--- config.mk ---
export PLATFORM = sky130hd
export DESIGN_NAME = eis_front
export DESIGN_NICKNAME = d
export VERILOG_FILES = /design/src/hdl/eis_pkg.sv /design/src/hdl/eis_front.sv
export SDC_FILE = /design/constraint.sdc
export NUM_CORES = 1
export LEC_CHECK = 0
export BUFFER_PORTS_ARGS = -buffer_cell sky130_fd_sc_hd__buf_4
export CORE_MARGIN = 4
export CORE_UTILIZATION = 46
export DETAILED_ROUTE_END_ITERATION = 8
export PLACE_DENSITY_LB_ADDON = 0.08
export SLEW_MARGIN = 40
export SYNTH_ARGS = -nofsm -noshare
export SYNTH_HDL_FRONTEND = slang
export SYNTH_SLANG_ARGS = --single-unit
export TNS_END_PERCENT = 50
--- constraint.sdc ---
create_clock -name clk_i -period 5.03 [get_ports clk_i]
set_clock_uncertainty 0.05 [all_clocks]
set_input_delay 1.006 -clock clk_i [delete_from_list [all_inputs] [get_ports clk_i]]
set_output_delay 1.006 -clock clk_i [all_outputs]
set_load 0.02 [all_outputs]
--- src/hdl/eis_pkg.sv ---
// eis_pkg: shared widths, constants and types of the epipolar inlier scorer
// used by every module under hdl; no dependencies
`default_nettype none

package eis_pkg;

  localparam int CoordW     = 24;
  localparam int CoefW      = 32;
  localparam int LineW      = 40;
  localparam int WordW      = 64;
  localparam int ProdW      = 128;
  localparam int DenW       = 80;
  localparam int DistW      = 41;
  localparam int DivSteps   = 40;
  localparam int DigitW     = 16;
  localparam int Digits     = WordW / DigitW;
  localparam int LineShift  = 18;
  localparam int ScoreW     = 32;
  localparam int PtsW       = 20;
  localparam int GainW      = 19;
  localparam int CfgIdxW    = 3;
  localparam int CfgDataW   = 64;
  localparam int InDataW    = 96;
  localparam int OutDataW   = 56;
  localparam int QueueDepth = 2;

  localparam logic [ProdW-1:0] ChiTh   = ProdW'(251724);
  localparam logic [GainW-1:0] ScoreTh = GainW'(392626);
  localparam logic [CfgDataW-1:0] InvSigmaReset = CfgDataW'(65536);

  // register indexes, the last two are unused
  typedef enum logic [CfgIdxW-1:0] {
    CfgPairA  = 3'd0,
    CfgPairB  = 3'd1,
    CfgPairC  = 3'd2,
    CfgPairD  = 3'd3,
    CfgLast   = 3'd4,
    CfgInv    = 3'd5,
    CfgSpare6 = 3'd6,
    CfgSpare7 = 3'd7
  } cfg_idx_e;

  typedef struct packed {
    logic                     last;
    logic signed [CoordW-1:0] v_second;
    logic signed [CoordW-1:0] u_second;
    logic signed [CoordW-1:0] v_first;
    logic signed [CoordW-1:0] u_first;
  } item_t;

  typedef struct packed {
    logic                    start;
    logic signed [WordW-1:0] op_a;
    logic signed [WordW-1:0] op_b;
  } mul_req_t;

  typedef struct packed {
    logic                    done;
    logic signed [ProdW-1:0] prod;
  } mul_rsp_t;

  typedef struct packed {
    logic             start;
    logic [ProdW-1:0] num;
    logic [DenW-1:0]  den;
  } div_req_t;

  typedef struct packed {
    logic             done;
    logic [DistW-1:0] quot;
  } div_rsp_t;

endpackage

`default_nettype wire

--- src/hdl/eis_front.sv ---
// eis_front: accepts correspondences from the input stream into a short queue
// depends on eis_pkg
`default_nettype none

module eis_front #(
  parameter int Depth = eis_pkg::QueueDepth
) (
  input  wire logic                         clk_i,
  input  wire logic                         rst_ni,
  input  wire logic                         s_axis_tvalid,
  output logic                              s_axis_tready,
  // u_first, v_first, u_second, v_second
  input  wire logic [eis_pkg::InDataW-1:0]  s_axis_tdata,
  input  wire logic                         s_axis_tlast,
  input  wire logic                         pop_i,
  output logic                              avail_o,
  output eis_pkg::item_t                    item_o
);

  localparam int PtrW = (Depth > 1) ? $clog2(Depth) : 1;
  localparam int CntW = $clog2(Depth + 1);

  eis_pkg::item_t      mem_q [Depth];
  logic [PtrW-1:0]     wr_ptr_q, rd_ptr_q;
  logic [CntW-1:0]     count_q;
  logic                push;
  eis_pkg::item_t      item_in;

  assign s_axis_tready = (count_q != CntW'(Depth));
  assign push          = s_axis_tvalid && s_axis_tready;
  assign avail_o       = (count_q != '0);
  assign item_o        = mem_q[rd_ptr_q];

  always_comb begin
    item_in.u_first  = s_axis_tdata[23:0];
    item_in.v_first  = s_axis_tdata[47:24];
    item_in.u_second = s_axis_tdata[71:48];
    item_in.v_second = s_axis_tdata[95:72];
    item_in.last     = s_axis_tlast;
  end

  always_ff @(posedge clk_i) begin
    if (push) begin
      mem_q[wr_ptr_q] <= item_in;
    end
  end

  always_ff @(posedge clk_i or negedge rst_ni) begin
    if (!rst_ni) begin
      wr_ptr_q <= '0;
      rd_ptr_q <= '0;
      count_q  <= '0;
    end else begin
      if (push) begin
        wr_ptr_q <= (wr_ptr_q == PtrW'(Depth - 1)) ? '0 : wr_ptr_q + 1'b1;
      end
      if (pop_i) begin
        rd_ptr_q <= (rd_ptr_q == PtrW'(Depth - 1)) ? '0 : rd_ptr_q + 1'b1;
      end
      if (push && !pop_i) begin
        count_q <= count_q + 1'b1;
      end else if (!push && pop_i) begin
        count_q <= count_q - 1'b1;
      end
    end
  end

endmodule

`default_nettype wire

==> results of run 1 <==
## per-stage QoR
stage           util  worst slack [ns]
6_report       0.631              1.95
3_3_place_gp   0.589              1.94
4_1_cts        0.631              1.89
5_1_grt        0.631              1.86
3_5_place_dp   0.593              2.34
2_1_floorplan      -             0.918
## state kept, by name (all words and copies together), names as in the netlist
| register | flops |
|---|---|
| rd_ptr_q | 1 |
| count_q | 2 |
| mem_q | 194 |
| wr_ptr_q | 1 |
## synth_stat cells
cell type	n
and3_1	1
buf_2	7
buf_6	4
dfrtp_1	4
edfxtp_1	194
ha_1	1
inv_1	2
mux2_2	77
mux2_4	20
nand2_1	1
nand2b_1	1
nor2_1	2
or2_2	1
xnor2_1	2
xor2_1	3
## power by group
part / switching [W] / leakage, nW / total [W] / internal (W)
logic: 0.00111 / 1.54 / 0.00209 / 0.000984
registers: 0.000128 / 1.85 / 0.00238 / 0.00225
clock network: 0.000556 / 0.284 / 0.00130 / 0.000745
total: 0.00179 / 3.67 / 0.00577 / 0.00398
## how the worst max path moves through the flow
stage               slack [ns]                 start               endpoint  cells after the start
finish                    1.95  rd_ptr_q$_DFFE_PN0P_             item_o[87]                      3
CTS                       1.89  rd_ptr_q$_DFFE_PN0P_             item_o[87]                      3
global placement          1.94  rd_ptr_q$_DFFE_PN0P_              item_o[9]                      3
global route              1.86  rd_ptr_q$_DFFE_PN0P_             item_o[70]                      3
floorplan                 0.92         s_axis_tvalid  mem_q[0][0]$_DFFE_PP_                      2
detailed placement        2.34  rd_ptr_q$_DFFE_PN0P_             item_o[87]                      3
## kinds of logic (layout without fill, tap and decap cells)
kind of cell | after synthesis | count (layout) | synth area share
xor+xnor | 5 | 5 | 0.00603
flops | 198 | 198 | 0.815
fa+ha+maj | 1 | 1 | 0.00172
mux | 97 | 97 | 0.161
simple gates | 6 | 6 | 0.00413
buf+inv | 13 | 243 | 0.0121
## cell type report
cell class | count | area (sq um) | share of cell area
sequential | 198 | 5930 | 0.614
timing repair buffer | 209 | 1620 | 0.168
multi-input combinational | 109 | 1270 | 0.131
clock buffer | 20 | 447 | 0.0462
tap | 211 | 264 | 0.0273
clock inverter | 12 | 128 | 0.0132
inverter | 2 | 7.51 | 0.000777
## critical path: cells and delay by family, from the launching register on
kind,cells,cell delay [ns]
flip-flops,1,0.69
buffers and inverters,2,0.54
multiplexers,1,0.38
## routing by layer
metal / vias to the layer above / track usage
met3: 23 / 0.0612
met5: - / 0
met1: 1764 / 0.180
met2: 131 / 0.263
li1: 1701 / -
met4: 0 / 0.0674
==> metrics.txt, run 1 <==
status complete, no violations; Via density 4.76; largest net degree at the start of global routing 38; Clock Path Buffers 2; Synth area leaders edfxtp_1 80%, mux2_2 12%, mux2_4 4.1%; met2 wire length 6980 um; RSZ-0062 raised after global routing no; met3 WL 1040 um; drc violations 0; critical path's largest stage delay 0.69 ns; CTS tree built; layout cell share with drive strength beyond 1 0.618; synth unique cells 15; Final Slew Violations 0; Syn Inst Count 320; First DRT Iteration DRCs 191; synthesized flop and latch total 198; Post-Layout Cell Count 761; die height 134 um; Seq/Total Area, Yosys 0.815; Power Dens Cells 597 nW/um^2; CP Cell Sequence buf_4, mux2_2, buf_4; Mapped Nets 422; Core ar. 15300 sq um; slowest cell on the critical path dfrtp_4; Mapped Area 7270 sq um; dpl cells 729; CP Class reg -> out; min Tclk post-route 3.08 ns; DRT Pass-1 Iters 4; commonest non-fill, non-tap cell in the layout buf_4; clock buffer count from CTS 17; vias in the first global route 4006; synth-to-layout area growth 33.0%; clk root buf clkbuf_16; post-cts sizing count 0; Critical Path RT 3.97 ns; starting density of the core 0.475; DR vias 3619; CP Capture Type output port; dominant cell type by area after synthesis edfxtp_1; met1 WL 5350 um; hpwl dp 9640 um; Avg WL per Cell 18.0 um; number of primary I/O pins 200; Critical Path AT 2.03 ns; Synth warnings 0; htree depth 4; post-CTS setup repair buffer count 0; routability cong. 0.727; antenna-violating nets left 0; die area 17900 sq um; Reg clk slew, reported paths 0.07 ns; worst reg2reg path depth 5; Clock Latency Late Sink 0.42 ns; WHS 0.321 ns; global route total overflow 0; Slew @ Worst Pin 0.426 ns; leakage 3.67 nW; setup TNS 0 ns; top cell type's share of synthesized area 0.802; Post-Synthesis Mean Instance Area 22.7 sq um; Detailed Route WL 13700 um; Setup-failing EPs final 0; Critical R2R Launch count_q[0]$_DFFE_PN0P_; R2R Path End mem_q[0][60]$_DFFE_PP_; most frequent cells in the layout 204 x buf_4, 194 x edfxtp_1, 77 x mux2_2; Post-layout nets 639; worst-path maximum fanout 26; GRT Total Usage 0.157; Post-CTS Hold Buffers 0; total power 0.00577 W; # rows 45; most used cell along the critical path buf_4; fmax 324 MHz; Reg2Reg Setup Slack 2.97 ns; Sink Count 198; number of max-cap violations 0; placed cell area 9090 sq um; fin crit share 0.613; top layer reached by signal wires met4; diode count 0; global-route wire length before repair 21300 um; Finished Cell Area 9660 sq um; Hold WC Path Type in -> async; fillers 1163; Slew HR 0.716; initial antenna violation count 0; Hold Fails Final Rpt 0; die width 134 um; input/output buffers 199; worst vdd ir 0.306 mV; Startpoint Class flip-flop
(Power assumes the default switching activity.)
==> inputs of run 2 (changes only) <==
==> constraint.sdc (replaced) <==
create_clock -name clk_i -period 2.9 [get_ports clk_i]
set_clock_uncertainty 0.05 [all_clocks]
set_input_delay 0.58 -clock clk_i [delete_from_list [all_inputs] [get_ports clk_i]]
set_output_delay 0.58 -clock clk_i [all_outputs]
set_load 0.02 [all_outputs]
==> run 2 against run 1 <==
Flip-flop and latch count is the same; setup slack worse by 1.7 ns; clock power rose by 75%.
==> metrics.txt, run 2 (same netlist as run 1, synthesis figures left out) <==
fmax 382 MHz; Hold Fails Final Rpt 0; Core ar. 15300 sq um; Startpoint Class flip-flop; DRT Pass-1 Iters 4; Slew HR 0.508; storage element area 5930 sq um; total power 0.0100 W; dpl cells 726; CP Capture Type output port; CTS tree built; initial antenna violation count 0; vias in the first global route 3877; Internal 0.00688 W; Post-Layout Cell Count 759; CP Class reg -> out; die height 134 um; multi-input logic area 1270 sq um; post-cts sizing count 0; Largest delay share family, worst path flip-flops; input/output buffers 199; htree depth 4; worst-path maximum fanout 30; die area 17900 sq um; post-CTS setup repair buffer count 0; crit path launch rd_ptr_q$_DFFE_PN0P_; hpwl dp 8890 um; First DRT Iteration DRCs 191; sequential power share 0.414; Critical Path RT 2.27 ns; fillers 1155; Setup-failing EPs final 0; critical path's largest stage delay 0.72 ns; layout cell share with drive strength beyond 1 0.615; Slew @ Worst Pin 0.737 ns; slowest cell on the critical path dfrtp_4; Largest regs mem_q (194), count_q (2); status complete, no violations; Sw Share 0.313; number of max-cap violations 0; Critical R2R Launch count_q[0]$_DFFE_PN0P_; RSZ-0062 raised after global routing no; Sink Count 198; diode count 0; global route total overflow 0; fin crit share 0.902; most used cell along the critical path buf_4; Critical Path AT 1.98 ns; Top reg by flops mem_q; GRT Total Usage 0.152; global-route wire length before repair 20500 um; WHS 0.288 ns; combinational power share 0.358; clock buffer count from CTS 17; Avg WL per Cell 17.7 um; commonest non-fill, non-tap cell in the layout buf_4; worst vdd ir 0.586 mV; CP Cell Sequence buf_4, mux2_2, buf_4; worst path bufs/invs 2; drc violations 0; clk root buf clkbuf_16; Via density 4.81; Power Dens Cells 1040 nW/um^2; die width 134 um; DR vias 3650; number of primary I/O pins 200; leakage 3.66 nW; min-delay src pop_i; largest net degree at the start of global routing 98; starting density of the core 0.475; Final Slew Violations 0; min Tclk post-route 2.61 ns; Clock Latency Late Sink 0.42 ns; clock share of power 0.228; most frequent cells in the layout 203 x buf_4, 194 x edfxtp_1, 77 x mux2_2; Reg clk slew, reported paths 0.06 ns; routability cong. 0.711; net switching power figure 0.00313 W; Post-layout nets 637; Hold WC Path Type in -> reg; # rows 45; Detailed Route WL 13400 um; Clock Path Buffers 2; synth-to-layout area growth 32.7%; max FFs per register 194; setup TNS 0 ns; antenna-violating nets left 0
## run 2: cell count changes in the layout (fill, tap and decap cells not counted), sizes merged
cell	previous run	this run
buf	209	206
clkbuf	20	18
dlygate4sd3	0	1
inv	3	5
## run 2: path summary, 6_finish.rpt
check,slack [ns],cells after the start,to
setup / recovery,0.29,3,item_o[32]
hold / removal,0.29,2,rd_ptr_q$_DFFE_PN0P_
setup reg to reg,1.03,4,mem_q[0][65]$_DFFE_PP_
hold reg to reg,0.45,1,count_q[1]$_DFFE_PN0P_
max in group asynchronous,2.22,2,rd_ptr_q$_DFFE_PN0P_
min in group asynchronous,0.46,2,count_q[0]$_DFFE_PN0P_
## run 2: layout make-up
type                            count  share of cell area
Timing Repair Buffer              207               0.165
Tap cell                          211              0.0274
Inverter                            2            0.000779
Clock inverter                     14              0.0157
Sequential cell                   198               0.615
Multi-Input combinational cell    109               0.131
Clock buffer                       18              0.0445
## run 2: what timing repair did
action / CTS / global route
hold endpoints to repair: 4 / 0
hold buffers: 1 / 0
setup endpoints to repair: 0 / 0
## run 2: per-layer routing
metal | up-vias | global-route usage | routed length (um)
li1 | 1692 | - | -
met1 | 1809 | 0.188 | 5550
met2 | 131 | 0.242 | 6590
met3 | 18 | 0.0574 | 1030
met4 | 0 | 0.0629 | 259
met5 | - | 0 | 0
## run 2: metrics by stage
stage	instance area, sq um	setup WS, ns	util
after floorplan	7270	-0.608	-
after global placement	9050	0.697	0.591
after detailed placement	9050	0.698	0.591
after CTS	9640	0.236	0.630
after global routing	9640	0.193	0.630
final	9640	0.285	0.630
## run 2: worst reg2reg max path: cells and delay by family, from the launching register on
kind,cells,cell delay [ns]
simple gates,3,0.43
buf+inv,1,0.59
flops,1,0.40
## run 2: power groups by stage
stage / Sequential (W) / Combinational, W / Clock (W)
2_1_floorplan: 0.00411 / 0.00231 / 0
3_3_place_gp: 0.00419 / 0.00364 / 0
3_5_place_dp: 0.00422 / 0.00365 / 0
4_1_cts: 0.00416 / 0.00366 / 0.00234
5_1_grt: 0.00420 / 0.00382 / 0.00248
6_report: 0.00414 / 0.00359 / 0.00228
==> inputs of run 3 (changes only) <==
--- a/config.mk
+++ b/config.mk
@@ -5,9 +5,9 @@
 export SDC_FILE = /design/constraint.sdc
 export NUM_CORES = 1
 export LEC_CHECK = 0
-export BUFFER_PORTS_ARGS = -buffer_cell sky130_fd_sc_hd__buf_4
+export BUFFER_PORTS_ARGS = -buffer_cell sky130_fd_sc_hd__buf_2
 export CORE_MARGIN = 4
-export CORE_UTILIZATION = 46
+export CORE_UTILIZATION = 45
 export DETAILED_ROUTE_END_ITERATION = 8
 export PLACE_DENSITY_LB_ADDON = 0.08
 export SLEW_MARGIN = 40
==> run 3 against run 2 <==
Sequential share of layout area increased by 2.9 points; die area increased by 2.1%; maximum frequency up 10%; wire length grew 1.5%; setup slack better by 0.24 ns; flip-flop and latch count stayed put; sequential power shrank 2%; via count down 0.16%; first-iteration DRC count down 4.2%; final cell count is 0.26% higher; register-to-register slack about the same; largest cell class unchanged; largest power group unchanged.
==> metrics.txt, run 3 (same netlist as run 1, synthesis figures left out) <==
routability cong. 0.707; Clock Latency Late Sink 0.42 ns; Slew @ Worst Pin 0.467 ns; worst path bufs/invs 2; synth-to-layout area growth 26.7%; die width 135 um; fin crit share 0.818; DRT Pass-1 Iters 4; clk root buf clkbuf_16; pre-CTS WS 0.940 ns; Detailed Route WL 13600 um; CP Class reg -> out; # rows 46; worst vdd ir 0.574 mV; min Tclk post-route 2.37 ns; number of primary I/O pins 200; CP Capture Type output port; starting density of the core 0.459; Avg WL per Cell 17.9 um; Hold Fails Final Rpt 0; status complete, no violations; Clock Path Buffers 2; Slew HR 0.688; largest net degree at the start of global routing 77; total power 0.00982 W; global-route wire length before repair 20600 um; final worst slack 0.528 ns; Reg clk slew, reported paths 0.06 ns; layout cell share with drive strength beyond 1 0.617; Startpoint Class flip-flop; Core ar. 15800 sq um; number of max-cap violations 0; Hold Path Cell Cnt 1; CTS tree built; antenna-violating nets left 0; die area 18200 sq um; Power Dens Cells 1070 nW/um^2; most frequent cells in the layout 199 x buf_2, 194 x edfxtp_1, 77 x mux2_2; max FFs per register 194; fmax 422 MHz; post-CTS setup repair buffer count 0; vias in the first global route 3945; RSZ-0062 raised after global routing no; clock buffer count from CTS 17; critical path's largest stage delay 0.44 ns; Finished Cell Area 9210 sq um; Post-layout nets 636; WP depth 3; Final Slew Violations 0; GRT Total Usage 0.150; slowest cell on the critical path dfrtp_4; htree depth 4; Top reg by flops mem_q; hpwl dp 9080 um; worst-path maximum fanout 50; die height 135 um; initial antenna violation count 2; Critical Path RT 2.27 ns; Critical Path AT 1.74 ns; commonest non-fill, non-tap cell in the layout buf_2; placed cell area 8560 sq um; worst reg2reg path depth 3; CP Cell Sequence buf_12, mux2_2, buf_2; Hold WC Path Type in -> reg; Largest regs mem_q (194), count_q (2); Sink Count 198; input/output buffers 199; DR vias 3644; First DRT Iteration DRCs 183; diode count 0; leakage 3.50 nW; Reg2Reg Setup Slack 1.02 ns; Via density 4.79; drc violations 0; global route total overflow 0; Setup-failing EPs final 0; Largest delay share family, worst path buffers and inverters
run 3: changes by cell type in the layout (fill, tap and decap cells not counted), sizes merged:
| cell | previous run | this run |
|---|---|---|
| bufinv | 2 | 5 |
| clkbuf | 18 | 17 |
| clkinvlp | 1 | 3 |
| clkinv | 8 | 4 |
| inv | 5 | 3 |
| buf | 206 | 205 |
run 3: power breakdown:
| part | total (W) | switching [W] | internal (W) |
|---|---|---|---|
| clock | 0.00248 | 0.000965 | 0.00152 |
| combinational | 0.00328 | 0.00196 | 0.00132 |
| sequential | 0.00406 | 0.000152 | 0.00391 |
| total | 0.00982 | 0.00308 | 0.00674 |
run 3: path summary, 6_finish.rpt:
| check | from | to |
|---|---|---|
| min reg2reg | count_q[1]$_DFFE_PN0P_ | count_q[1]$_DFFE_PN0P_ |
| min | s_axis_tdata[56] | mem_q[1][56]$_DFFE_PP_ |
| max reg2reg | count_q[0]$_DFFE_PN0P_ | mem_q[1][47]$_DFFE_PP_ |
| max | rd_ptr_q$_DFFE_PN0P_ | item_o[1] |
| max in group asynchronous | rst_ni | rd_ptr_q$_DFFE_PN0P_ |
| min in group asynchronous | rst_ni | rd_ptr_q$_DFFE_PN0P_ |
run 3: cell type report:
cell class / count / area, sq um
sequential: 198 / 5930
clock inverter: 13 / 205
multi-input combinational: 109 / 1270
clock buffer: 17 / 425
tap: 216 / 270
inverter: 2 / 7.51
fill: 1254 / 6620
timing repair buffer: 206 / 1100
run 3: worst register-to-register path, cell delays in order (launching register included):
cell      delay (ns)
dfrtp_1         0.42
nand2b_1        0.18
and3_4          0.42
buf_4           0.45
run 3: through the flow:
stage / hold WS [ns] / util / std cells / TNS, ns
after detailed placement: 0.343 / 0.541 / 730 / 0
after CTS: 0.272 / 0.582 / 761 / 0
final: 0.293 / 0.582 / 761 / 0
after floorplan: 0.234 / - / 320 / -58.96
after global routing: 0.274 / 0.582 / 761 / 0
after global placement: 0.343 / 0.541 / 730 / 0
run 3: routing by layer:
metal / track usage / part of all wire / vias up / wire length (um)
li1: - / - / 1689 / -
met1: 0.184 / 0.39 / 1798 / 5360
met5: 0 / 0.0015 / - / 21
met3: 0.0577 / 0.083 / 27 / 1130
met2: 0.241 / 0.50 / 126 / 6820
met4: 0.0622 / 0.023 / 4 / 315
run 3: repair_timing:
| item | CTS | global route |
|---|---|---|
| endpoints found under the hold margin | 4 | 0 |
| resized for setup | 0 | 0 |
| endpoints found under the setup margin | 0 | 0 |
| hold buffers | 1 | 0 |
